$ cat src/rtl/xcfd_pkg.sv
// Shared types and constants of the XOR-checked frame deframer.
package xcfd_pkg;

    localparam int BUFFER_DEPTH = 64;
    localparam int ADDR_W       = $clog2(BUFFER_DEPTH);
    localparam logic [7:0] SYNC_RESET = 8'd126;
    localparam logic [6:0] DEPTH_LEN  = 7'(BUFFER_DEPTH);
    localparam logic [7:0] DEPTH_BYTE = 8'(BUFFER_DEPTH);

    // Commands from the controller to the datapath.
    typedef struct packed {
        logic ld_chan;    // take channel byte, seed check
        logic ld_type;    // take type byte
        logic ld_len;     // take length byte, clear payload position
        logic wr_pay;     // store payload byte, advance position
        logic clr_idx;    // restart readout index
        logic rd_req;     // read store at readout index
        logic ld_single;  // load the single-result form into the output
        logic ld_stream;  // load one payload result into the output
    } t_cmd;

    // Status from the datapath to the controller.
    typedef struct packed {
        logic sync_hit;
        logic len_zero;
        logic pay_done;
        logic chk_ok;
        logic stored_zero;
        logic idx_last;
        logic out_free;
    } t_sts;

endpackage

$ cat src/rtl/xcfd_ctrl.sv
// Frame parse and readout state machine.
module xcfd_ctrl
    import xcfd_pkg::*;
(
    input  logic i_clk,
    input  logic i_rst_n,
    input  logic i_valid,
    output logic o_ready,
    input  t_sts i_sts,
    output t_cmd o_cmd
);

    localparam logic [2:0] S_HUNT = 3'd0;
    localparam logic [2:0] S_CHAN = 3'd1;
    localparam logic [2:0] S_TYPE = 3'd2;
    localparam logic [2:0] S_LEN  = 3'd3;
    localparam logic [2:0] S_PAY  = 3'd4;
    localparam logic [2:0] S_CHK  = 3'd5;
    localparam logic [2:0] S_RD   = 3'd6;
    localparam logic [2:0] S_OUT  = 3'd7;

    logic [2:0] r_state;
    logic [2:0] n_state;
    logic       accept;

    always_comb begin
        unique case (r_state)
            S_HUNT, S_CHAN, S_TYPE, S_LEN, S_PAY: o_ready = 1'b1;
            S_CHK:                                o_ready = i_sts.out_free;
            default:                              o_ready = 1'b0;
        endcase
    end

    assign accept = i_valid && o_ready;

    always_comb begin
        n_state = r_state;
        o_cmd   = '0;
        unique case (r_state)
            S_HUNT: begin
                if (accept && i_sts.sync_hit) n_state = S_CHAN;
            end
            S_CHAN: begin
                if (accept) begin
                    o_cmd.ld_chan = 1'b1;
                    n_state       = S_TYPE;
                end
            end
            S_TYPE: begin
                if (accept) begin
                    o_cmd.ld_type = 1'b1;
                    n_state       = S_LEN;
                end
            end
            S_LEN: begin
                if (accept) begin
                    o_cmd.ld_len = 1'b1;
                    n_state      = i_sts.len_zero ? S_CHK : S_PAY;
                end
            end
            S_PAY: begin
                if (accept) begin
                    o_cmd.wr_pay = 1'b1;
                    if (i_sts.pay_done) n_state = S_CHK;
                end
            end
            S_CHK: begin
                if (accept) begin
                    if (!i_sts.chk_ok || i_sts.stored_zero) begin
                        o_cmd.ld_single = 1'b1;
                        n_state         = S_HUNT;
                    end else begin
                        o_cmd.clr_idx = 1'b1;
                        n_state       = S_RD;
                    end
                end
            end
            S_RD: begin
                o_cmd.rd_req = 1'b1;
                n_state      = S_OUT;
            end
            S_OUT: begin
                if (i_sts.out_free) begin
                    o_cmd.ld_stream = 1'b1;
                    n_state         = i_sts.idx_last ? S_HUNT : S_RD;
                end
            end
            default: n_state = S_HUNT;
        endcase
    end

    always_ff @(posedge i_clk) begin
        if (!i_rst_n) begin
            r_state <= S_HUNT;
        end else begin
            r_state <= n_state;
        end
    end

    a_load_needs_free: assert property (@(posedge i_clk) disable iff (!i_rst_n)
        (o_cmd.ld_single || o_cmd.ld_stream) |-> i_sts.out_free)
        else $error("output loaded while occupied");

    a_read_then_out: assert property (@(posedge i_clk) disable iff (!i_rst_n)
        (r_state == S_RD) |=> (r_state == S_OUT))
        else $error("store read not followed by output load");

    a_single_ends: assert property (@(posedge i_clk) disable iff (!i_rst_n)
        o_cmd.ld_single |=> (r_state == S_HUNT))
        else $error("single result did not return to hunting");

    a_no_input_in_readout: assert property (@(posedge i_clk) disable iff (!i_rst_n)
        o_cmd.clr_idx |=> !o_ready ##1 !o_ready)
        else $error("input taken during readout");

endmodule

$ cat src/rtl/xcfd_dp.sv
// Header registers, check accumulator, payload store and output register.
module xcfd_dp
    import xcfd_pkg::*;
(
    input  logic                 i_clk,
    input  logic                 i_rst_n,
    input  logic                 i_cfg_wr,
    input  logic [7:0]           i_sync_value,
    input  logic [7:0]           i_rx_byte,
    input  t_cmd                 i_cmd,
    output t_sts                 o_sts,
    input  logic                 i_ready,
    output logic                 o_valid,
    output logic [7:0]           o_channel,
    output logic [7:0]           o_frame_type,
    output logic [7:0]           o_declared_length,
    output logic [6:0]           o_stored_length,
    output logic [5:0]           o_byte_index,
    output logic [7:0]           o_data_byte,
    output logic                 o_has_data,
    output logic                 o_crc_ok,
    output logic                 o_last
);

    logic [7:0]        r_sync;
    logic [7:0]        r_chan;
    logic [7:0]        r_type;
    logic [7:0]        r_len;
    logic [7:0]        r_pos;
    logic [7:0]        r_acc;
    logic [ADDR_W-1:0] r_idx;
    logic [7:0]        r_rd_data;
    logic [7:0]        r_mem [BUFFER_DEPTH];
    logic              r_o_valid;
    logic [6:0]        stored_len;
    logic [8:0]        pos_next;

    assign stored_len = (r_len > DEPTH_BYTE) ? DEPTH_LEN : r_len[6:0];
    assign pos_next   = {1'b0, r_pos} + 9'd1;

    always_comb begin
        o_sts.sync_hit    = (i_rx_byte == r_sync);
        o_sts.len_zero    = (i_rx_byte == 8'd0);
        o_sts.pay_done    = (pos_next >= {1'b0, r_len});
        o_sts.chk_ok      = (i_rx_byte == r_acc);
        o_sts.stored_zero = (stored_len == 7'd0);
        o_sts.idx_last    = ((7'(r_idx) + 7'd1) == stored_len);
        o_sts.out_free    = !r_o_valid || i_ready;
    end

    // Configuration and frame control registers.
    always_ff @(posedge i_clk) begin
        if (!i_rst_n) begin
            r_sync    <= SYNC_RESET;
            r_o_valid <= 1'b0;
        end else begin
            if (i_cfg_wr) r_sync <= i_sync_value;
            if (i_cmd.ld_single || i_cmd.ld_stream) begin
                r_o_valid <= 1'b1;
            end else if (i_ready) begin
                r_o_valid <= 1'b0;
            end
        end
    end

    // Header capture, check accumulation and readout index.
    always_ff @(posedge i_clk) begin
        if (i_cmd.ld_chan) begin
            r_chan <= i_rx_byte;
            r_acc  <= i_rx_byte;
        end
        if (i_cmd.ld_type) begin
            r_type <= i_rx_byte;
            r_acc  <= r_acc ^ i_rx_byte;
        end
        if (i_cmd.ld_len) begin
            r_len <= i_rx_byte;
            r_acc <= r_acc ^ i_rx_byte;
            r_pos <= 8'd0;
        end
        if (i_cmd.wr_pay) begin
            r_acc <= r_acc ^ i_rx_byte;
            r_pos <= pos_next[7:0];
        end
        if (i_cmd.clr_idx) begin
            r_idx <= '0;
        end else if (i_cmd.ld_stream) begin
            r_idx <= r_idx + 1'b1;
        end
    end

    // Payload store: one write port, one registered read port.
    always_ff @(posedge i_clk) begin
        if (i_cmd.wr_pay && (r_pos < DEPTH_BYTE)) begin
            r_mem[r_pos[ADDR_W-1:0]] <= i_rx_byte;
        end
        if (i_cmd.rd_req) begin
            r_rd_data <= r_mem[r_idx];
        end
    end

    // Output register.
    always_ff @(posedge i_clk) begin
        if (i_cmd.ld_single || i_cmd.ld_stream) begin
            o_channel         <= r_chan;
            o_frame_type      <= r_type;
            o_declared_length <= r_len;
            o_stored_length   <= stored_len;
            o_last            <= i_cmd.ld_single || o_sts.idx_last;
        end
        if (i_cmd.ld_single) begin
            o_byte_index <= 6'd0;
            o_data_byte  <= 8'd0;
            o_has_data   <= 1'b0;
            o_crc_ok     <= o_sts.chk_ok;
        end else if (i_cmd.ld_stream) begin
            o_byte_index <= 6'(r_idx);
            o_data_byte  <= r_rd_data;
            o_has_data   <= 1'b1;
            o_crc_ok     <= 1'b1;
        end
    end

    assign o_valid = r_o_valid;

endmodule

$ cat src/rtl/xor_checked_frame_deframer.sv
// Top level of the XOR-checked frame deframer.
//
// Input channel (i_valid/o_ready, i_rx_byte): one received byte per
// transaction. Frames are sync, channel, type, length, payload, check byte;
// the check byte is the XOR of channel, type, length and all payload bytes.
// Header and payload bytes are taken one per cycle. The check byte is taken
// once the output register is free.
// Output channel (o_valid/i_ready): a good frame yields one transaction per
// stored payload byte (at most BUFFER_DEPTH), o_last on the final one; a
// zero-length frame or a check failure yields one transaction with
// o_has_data clear. Payload readout takes a store read, then an output load,
// per result; the input is held from the check byte until the last result is
// loaded. The first result passes through the read state, the store read
// register and the output register after the check byte is accepted.
// Configuration channel (i_cfg_valid/o_cfg_ready, i_sync_value): sets the
// sync byte; always ready.
// Reset (synchronous, active low) returns to hunting for sync, sets the
// sync byte to 0x7E and empties the output register.
// When the receiver stalls, the output register holds its transaction and
// readout pauses; header and payload bytes of the next frame still flow outside a payload readout.
module xor_checked_frame_deframer
    import xcfd_pkg::*;
(
    input  logic       i_clk,
    input  logic       i_rst_n,
    input  logic       i_cfg_valid,
    output logic       o_cfg_ready,
    input  logic [7:0] i_sync_value,
    input  logic       i_valid,
    output logic       o_ready,
    input  logic [7:0] i_rx_byte,
    output logic       o_valid,
    input  logic       i_ready,
    output logic [7:0] o_channel,
    output logic [7:0] o_frame_type,
    output logic [7:0] o_declared_length,
    output logic [6:0] o_stored_length,
    output logic [5:0] o_byte_index,
    output logic [7:0] o_data_byte,
    output logic       o_has_data,
    output logic       o_crc_ok,
    output logic       o_last
);

    t_cmd cmd;
    t_sts sts;

    assign o_cfg_ready = 1'b1;

    // Parse sequencing and readout control.
    xcfd_ctrl u_ctrl (
        .i_clk   (i_clk),
        .i_rst_n (i_rst_n),
        .i_valid (i_valid),
        .o_ready (o_ready),
        .i_sts   (sts),
        .o_cmd   (cmd)
    );

    // Header, check, store and output register.
    xcfd_dp u_dp (
        .i_clk             (i_clk),
        .i_rst_n           (i_rst_n),
        .i_cfg_wr          (i_cfg_valid),
        .i_sync_value      (i_sync_value),
        .i_rx_byte         (i_rx_byte),
        .i_cmd             (cmd),
        .o_sts             (sts),
        .i_ready           (i_ready),
        .o_valid           (o_valid),
        .o_channel         (o_channel),
        .o_frame_type      (o_frame_type),
        .o_declared_length (o_declared_length),
        .o_stored_length   (o_stored_length),
        .o_byte_index      (o_byte_index),
        .o_data_byte       (o_data_byte),
        .o_has_data        (o_has_data),
        .o_crc_ok          (o_crc_ok),
        .o_last            (o_last)
    );

endmodule

$ cat config.mk
export PLATFORM = sky130hd
export DESIGN_NAME = xor_checked_frame_deframer
export DESIGN_NICKNAME = d
export VERILOG_FILES = /design/src/rtl/xcfd_pkg.sv /design/src/rtl/xcfd_ctrl.sv /design/src/rtl/xcfd_dp.sv /design/src/rtl/xor_checked_frame_deframer.sv
export SDC_FILE = /design/constraint.sdc
export NUM_CORES = 1
export LEC_CHECK = 0
export BUFFER_PORTS_ARGS = -buffer_cell sky130_fd_sc_hd__buf_4
export CAP_MARGIN = 25
export CORE_MARGIN = 4
export CORE_UTILIZATION = 40
export DETAILED_ROUTE_END_ITERATION = 7
export PLACE_DENSITY = 0.66
export SETUP_SLACK_MARGIN = 0.02
export SKIP_LAST_GASP = 1
export SYNTH_ARGS = -nofsm -noshare
export SYNTH_HDL_FRONTEND = slang
export SYNTH_SLANG_ARGS = --single-unit
$ cat constraint.sdc
create_clock -name i_clk -period 3.7 [get_ports i_clk]
set_clock_uncertainty 0.05 [all_clocks]
set_input_delay 0.185 -clock i_clk [delete_from_list [all_inputs] [get_ports i_clk]]
set_output_delay 0.185 -clock i_clk [all_outputs]
set_load 0.02 [all_outputs]
Word-level counts from Yosys, hierarchy flattened
Memory sizes are Yosys's and may differ from the RTL's. A register that Yosys moved wholly into a read port is not among the register bits.
Index checks and enable logic that the tools add are counted.
{ "classes": {"n_addsub": 3, "n_lt_le_gt_ge": 3, "eq_ne": 18, "mux": 40, "bitwise_logic": 1, "reduce_logical": 18} }
{ "op_table": {"columns": ["operator", "count"], "rows": [
  ["2-to-1 mux 8 bit", 6],
  ["2-to-1 mux 3 bit", 10],
  ["one-hot mux 3 bit (8 select lines)", 1],
  ["2-to-1 mux 1 bit", 21],
  ["equality test 8 bit", 2],
  ["!= test 2 x 1 -> 1 bit (second input constant)", 7],
  ["equality test 3 bit (second input constant)", 4],
  ["adder 8 x 1 -> 9 bit (second input constant)", 1],
  ["greater-or-equal comparator 9 x 8 -> 1 bit", 1],
  ["> comparator 8 x 7 -> 1 bit (second input constant)", 1],
  ["zero test 8 bit", 1],
  ["< comparator 8 x 7 -> 1 bit (second input constant)", 1],
  ["AND reduction 8 bit", 1],
  ["XOR 8 bit", 1],
  ["adder 6 x 1 -> 7 bit (second input constant)", 1],
  ["equality test 7 bit", 1],
  ["zero test 7 bit", 1],
  ["2-to-1 mux 7 bit", 1],
  ["adder 6 x 1 -> 6 bit (second input constant)", 1],
  ["equality test 3 x 2 -> 1 bit (second input constant)", 2],
  ["nonzero test 2 bit", 3],
  ["OR reduction 5 bit", 1],
  ["logical OR 1 bit", 4],
  ["nonzero test 4 bit", 1],
  ["6 further kinds", 9]
]} }
{ "word_totals": {"reg_bits": 106, "ramBits": 512, "in_bits": 21, "wordCells": 102, "n_memories": 1} }
{ "memory_table": {"columns": ["name", "depth", "word_bits", "read_ports", "rd_ports_with_merged_regs", "wr", "line_no", "rtl"], "rows": [
  ["u_dp.r_mem", 64, 8, 1, 1, 1, "xcfd_dp.sv:33", "logic [7:0] r_mem [BUFFER_DEPTH];"]
]} }

Depth between registers and ports, before layout
{ "logic_depth": {"depth_word": 10, "mapped_depth": 11} }

Modules after synthesis
Synthesis repeated with hierarchy kept, for this count alone.
{ "hier_totals": {"hier_cells": 1321, "area_unflattened_um2": 24706.2} }
{ "modules_own_cells": {"columns": ["mod", "n_inst", "cells_each", "area_per_inst_um2", "seq_area_each_um2"], "rows": [
  ["xcfd_dp", 1, 1275, 24383.4, 18407.7],
  ["xcfd_ctrl", 1, 44, 311.5, 60.1],
  ["xor_checked_frame_deframer", 1, 2, 11.3, 0.0]
]} }

Worst setup path before layout
OpenSTA, ideal clock, no wires.
{ "synth_path": {"path_type": "register -> register", "startpoint": "register u_dp.r_len[1]", "endpoint": "register u_ctrl.r_state[2]", "arrival_time_ps": 3771, "path_slack_ps": -410, "path_stages_with_launch": 5, "n_path_buf": 0, "synth_period_minus_slack_ps": 4110, "path_cell_list": "edfxtp_1 > nor4_1 > a31oi_1 > o21ai_0 > a221oi_1"} }
{ "synth_via": {"elab_chain_cells": 7} }
{ "synth_rtl": {"columns": ["element", "line_no", "rtl"], "rows": [
  ["from (decl)", "xcfd_dp.sv:28", "logic [7:0] r_len;"],
  ["from (signal assigned)", "xcfd_dp.sv:77", "r_len <= i_rx_byte;"],
  ["> comparator 8 x 7 -> 1 bit", "xcfd_dp.sv:38", "assign stored_len = (r_len > DEPTH_BYTE) ? DEPTH_LEN : r_len[6:0];"],
  ["2-to-1 mux 7 bit", "xcfd_dp.sv:38", null],
  ["zero test 7 bit", "xcfd_dp.sv:46", "o_sts.stored_zero = (stored_len == 7'd0);"],
  ["logical OR 1 bit", "xcfd_ctrl.sv:69", "if (!i_sts.chk_ok || i_sts.stored_zero) begin"],
  ["2-to-1 mux 3 bit", "xcfd_ctrl.sv:69", null],
  ["2-to-1 mux 3 bit", "xcfd_ctrl.sv:68", "if (accept) begin"],
  ["one-hot mux 3 bit (8 select lines)", "xcfd_ctrl.sv:39", "unique case (r_state)"],
  ["to (signal assigned)", "xcfd_ctrl.sv:96", "r_state <= n_state;"],
  ["to (decl)", "xcfd_ctrl.sv:22", "logic [2:0] r_state;"]
]} }
Several ways; a longest one is shown, not always the timed one. The select of a mux whose other input is x is not followed.
A chain may end at the register's enable or synchronous reset.

Worst setup path in the final report
{ "layout_path": {"startpoint": "register u_ctrl.r_state[1]", "endpoint": "memory u_dp.r_mem[50][7] (enable)"} }
{ "layout_via": {"elab_chain_cells": 9} }
{ "layout_rtl": {"columns": ["element", "line_no", "rtl"], "rows": [
  ["equality test 3 x 1 -> 1 bit, or another cell as far along", "xcfd_ctrl.sv:27", "unique case (r_state)"],
  ["OR reduction 5 bit", "xcfd_ctrl.sv:27", null],
  ["one-hot mux 1 bit (2 select lines)", "xcfd_ctrl.sv:27", null],
  ["logical AND 1 bit", "xcfd_ctrl.sv:34", "assign accept = i_valid && o_ready;"],
  ["2-to-1 mux 1 bit", "xcfd_ctrl.sv:62", "if (accept) begin"],
  ["2-to-1 mux 1 bit *", "xcfd_ctrl.sv:39", null],
  ["logical AND 1 bit *", "xcfd_dp.sv:94", "if (i_cmd.wr_pay && (r_pos < DEPTH_BYTE)) begin"],
  ["2-to-1 mux 1 bit *", "xcfd_dp.sv:94", null],
  ["2-to-1 mux 1 bit (not written as such) *", "xcfd_dp.sv:95", "r_mem[r_pos[ADDR_W-1:0]] <= i_rx_byte;"],
  ["to (decl)", "xcfd_dp.sv:33", null]
]} }
Mark *: on every way between the ends. The rest lies on a longest branch, timed or not.

==> impl_metrics.csv <==
group,metric,value,unit
worst_setup_path,r2r_cells,5,
synthesis,synthCells,1276,
cells_and_area,nFillCells,4973,
drt,finalWirelength,58600,microns
min_path,min_from,"i_valid",
worst_setup_path,cp_max_fo,13,
drt,vias_per_cell,5.55,
synthesis,synth_edf_count,593,
placed_design,numPortBuffers,70,
worst_setup_path,r2r-end,"u_dp.r_mem[50][7]$_DFFE_PP_",
status,status,"completed",
drt,drtAntennaViolNets,0,
synthesis,syn_area_per_cell,19.3,sq um
clock_tree,cts-root-buf,"clkbuf_16",
clock_tree,cts_sinks,626,
clock_tree,cts_buffers,61,
synthesis,ys_types,50,
synthesis,ys_ff_latch,626,
synthesis,yosys_warnings,0,
synthesis,synth_area_leaders,"edfxtp_1, mux4_2, dfxtp_1",
floorplan,io_pins,72,
cells_and_area,antenna_cells,0,
clock_tree,htree_num_levels,2,
placed_design,gp_congestion,0.827,
floorplan,rows,90,
global_routing,antenna_found_initial,0,
cells_and_area,stdcell_count,2295,
worst_setup_path,arrival,3270,ps
cells_and_area,regArea,18500,sq um
power,ir_drop,0.377,mV
synthesis,synth_area_leader_cell,"edfxtp_1",
drt,first_pass_iters,5,
synthesis,seq_area_frac_synth,0.751,
min_path,min_path_type,"input port to flip-flop",
timing,setup_ws,610,ps
synthesis,synth.top_cell.area_share,0.724,
power,p_leak,0.00919,uW
timing,fin_crit,3090,ps
drt,vias,12726,
synthesis,async_reset_ff_frac,0,
timing,setup_viol,0,
timing,slew-limit-headroom,0.414,
cells_and_area,stdcell_area,28800,sq um
synthesis,syn_area,24600,sq um
run,cap_violations,0,
placed_design,place_hpwl,37200,microns
min_path,holdPathStages,3,
floorplan,die_y,256,microns
global_routing,grt_max_degree,75,
floorplan,core_area,60600,sq um
clock_tree,clk_pin_slew,60,ps
drt,wl_per_cell,25.6,microns
clock_tree,cts_tree,"built",
cells_and_area,multi_input_area,5730,sq um
worst_setup_path,cp.required,3880,ps
drt,drt_iter0_markers,1459,
global_routing,first_global_vias,12908,
drt,drcViolationCount,0,
global_routing,grtUsageTotal,0.179,
timing,tightest_slew,872,ps
timing,clock.fmax,324,MHz
placed_design,placed_area,26500,sq um
worst_setup_path,r2r_setup_slack,610,ps
placed_design,dpl.cell_count,2151,
timing,period_share,0.835,
floorplan,die_w,256,microns
timing,hold_violations,0,
cells_and_area,fin_nets,1492,
floorplan,die_area,65500,sq um
timing,slew_violations,0,
power,power_density,492,nW/um^2
placed_design,dp_slack,690,ps
worst_setup_path,r2r-start,"u_ctrl.r_state[1]$_SDFFE_PN0P_",
synthesis,synth_fp_nets,1307,
floorplan,initial_core_util,0.406,
clock_tree,insertion_delay,610,ps
timing,setup_tns,0,ps
clock_tree,cts_buffer_depth,3,
global_routing,grt-ovfl-total,0,
global_routing,grt_pass1_wl,87500,microns
cells_and_area,syn_to_final_growth,17.3,%
worst_setup_path,start_kind,"flip-flop",
cells_and_area,layout-drive-gt1-share,0.267,
min_path,min_to,"u_dp.o_crc_ok$_SDFFCE_PN1P_",
worst_setup_path,end_kind,"flip-flop",
timing,rsz0062_at_grt,"false",
worst_setup_path,path_class,"flip-flop to flip-flop",
synthesis,synthFlopType,"edfxtp_1",
-- flip-flops by register name (all words and copies together), names as in the netlist, 8 cells and up --
| signal | count |
|---|---|
| u_dp.r_mem | 512 |
| u_dp.r_chan | 8 |
| u_dp.r_len | 8 |
| u_dp.o_declared_length | 8 |
| u_dp.o_frame_type | 8 |
| u_dp.r_pos | 8 |
| u_dp.o_data_byte | 8 |
| u_dp.r_type | 8 |
| u_dp.r_acc | 8 |
| u_dp.o_channel | 8 |
| u_dp.r_sync | 8 |
| u_dp.r_rd_data | 8 |
-- worst max path at each step --
stage | from | to | slack [ps] | cells past startpoint
floorplan | u_dp.r_len[1]$_DFFE_PP_ | u_ctrl.r_state[2]$_SDFFE_PN0P_ | 600 | 4
global placement | u_dp.r_idx[0]$_SDFFE_PP0P_ | u_dp.r_rd_data[4]$_DFFE_PP_ | 720 | 6
detailed placement | u_ctrl.r_state[1]$_SDFFE_PN0P_ | u_dp.r_mem[40][5]$_DFFE_PP_ | 690 | 5
CTS | u_ctrl.r_state[1]$_SDFFE_PN0P_ | u_dp.r_mem[40][0]$_DFFE_PP_ | 670 | 5
global route | u_ctrl.r_state[1]$_SDFFE_PN0P_ | u_dp.r_mem[50][5]$_DFFE_PP_ | 420 | 5
finish | u_ctrl.r_state[1]$_SDFFE_PN0P_ | u_dp.r_mem[50][7]$_DFFE_PP_ | 610 | 5
-- cell usage after synthesis (6+ instances only) --
library cell and instances:
edfxtp_1 593, mux4_2 144, nor2_1 100, nand2_1 73
dfxtp_1 33, clkbuf_1 28, xnor2_1 25, a21oi_1 20
nor2b_1 20, buf_2 17, nand3_1 16, o21ai_0 16
xor2_1 16, inv_1 15, mux2i_1 15, nor3_1 12
o22ai_1 11, a31oi_1 10, buf_1 10, ha_1 10
a211oi_1 9, a22oi_1 9, buf_6 7, nor4_1 6
o221ai_1 6
-- cell type report --
class	instances	share of cell area
clock inverters	43	0.0141
multi-input cells	568	0.199
well taps	782	0.0339
repair buffers	189	0.0546
inverters	15	0.00195
flip-flops and latches	626	0.641
clock buffers	72	0.0559
-- logic make-up after synthesis --
| logic type | after synthesis | synth area share |
|---|---|---|
| flops | 626 | 0.751 |
| simple gates | 259 | 0.0477 |
| mux | 161 | 0.139 |
| compound gates | 95 | 0.0250 |
| buf+inv | 82 | 0.0163 |
| xor+xnor | 42 | 0.0155 |
| fa+ha+maj | 10 | 0.00509 |
| other cells | 1 | 0.000153 |
-- timing repair --
item                      CTS  global route
resized for setup           0             0
hold endpoints to repair   72             0
buffers inserted            0             0
hold buffers               29             0
-- metrics by stage --
step / util / hold slack (ps) / power [uW]
after floorplan: - / 234 / 7930
after global placement: 0.437 / 355 / 8080
after detailed placement: 0.438 / 354 / 8090
after CTS: 0.476 / 33.7 / 14300
after global routing: 0.476 / 73.8 / 14700
final: 0.476 / 77.4 / 14200
-- critical path, stage by stage (launching register included) --
cell      delay [ps]
dfxtp_1          410
and2b_1          300
nand3b_1         180
nor4_1           490
nand2_1          510
nor2_1           760
-- layer usage --
metal,up-vias,global-route usage,share of wire
met2,600,0.282,0.47
li1,5495,-,-
met5,-,0,0
met3,102,0.0398,0.084
met1,6529,0.252,0.42
met4,0,0.0520,0.028
-- placed cells by master (no fill, tap or decap), drive strengths merged, types with 3 or more instances in the layout --
cell type / netlist / routed
a211oi: 9 / 9
a21o: 4 / 4
a21oi: 20 / 20
a22oi: 9 / 9
a31oi: 10 / 10
and2: 3 / 3
buf: 39 / 160
bufinv: 0 / 8
clkbuf: 28 / 72
clkinv: 0 / 31
dfxtp: 33 / 33
dlygate4sd3: 0 / 29
edfxtp: 593 / 593
ha: 10 / 10
inv: 15 / 17
mux2i: 15 / 15
mux4: 144 / 144
nand2: 73 / 73
nand2b: 5 / 5
nand3: 16 / 16
nand3b: 4 / 4
nand4: 4 / 4
nor2: 100 / 100
nor2b: 20 / 20
nor3: 12 / 12
nor3b: 3 / 3
nor4: 6 / 6
o21ai: 16 / 16
o221ai: 6 / 6
o22ai: 11 / 11
o311ai: 3 / 3
or2: 5 / 5
xnor2: 25 / 25
xor2: 16 / 16
-- where the power goes --
part | switching (uW) | total (uW) | internal (uW)
registers | 6.80 | 7750 | 7740
clock network | 2570 | 6220 | 3650
logic | 151 | 216 | 64.3
No activity file was read; power rests on OpenSTA's default activity.
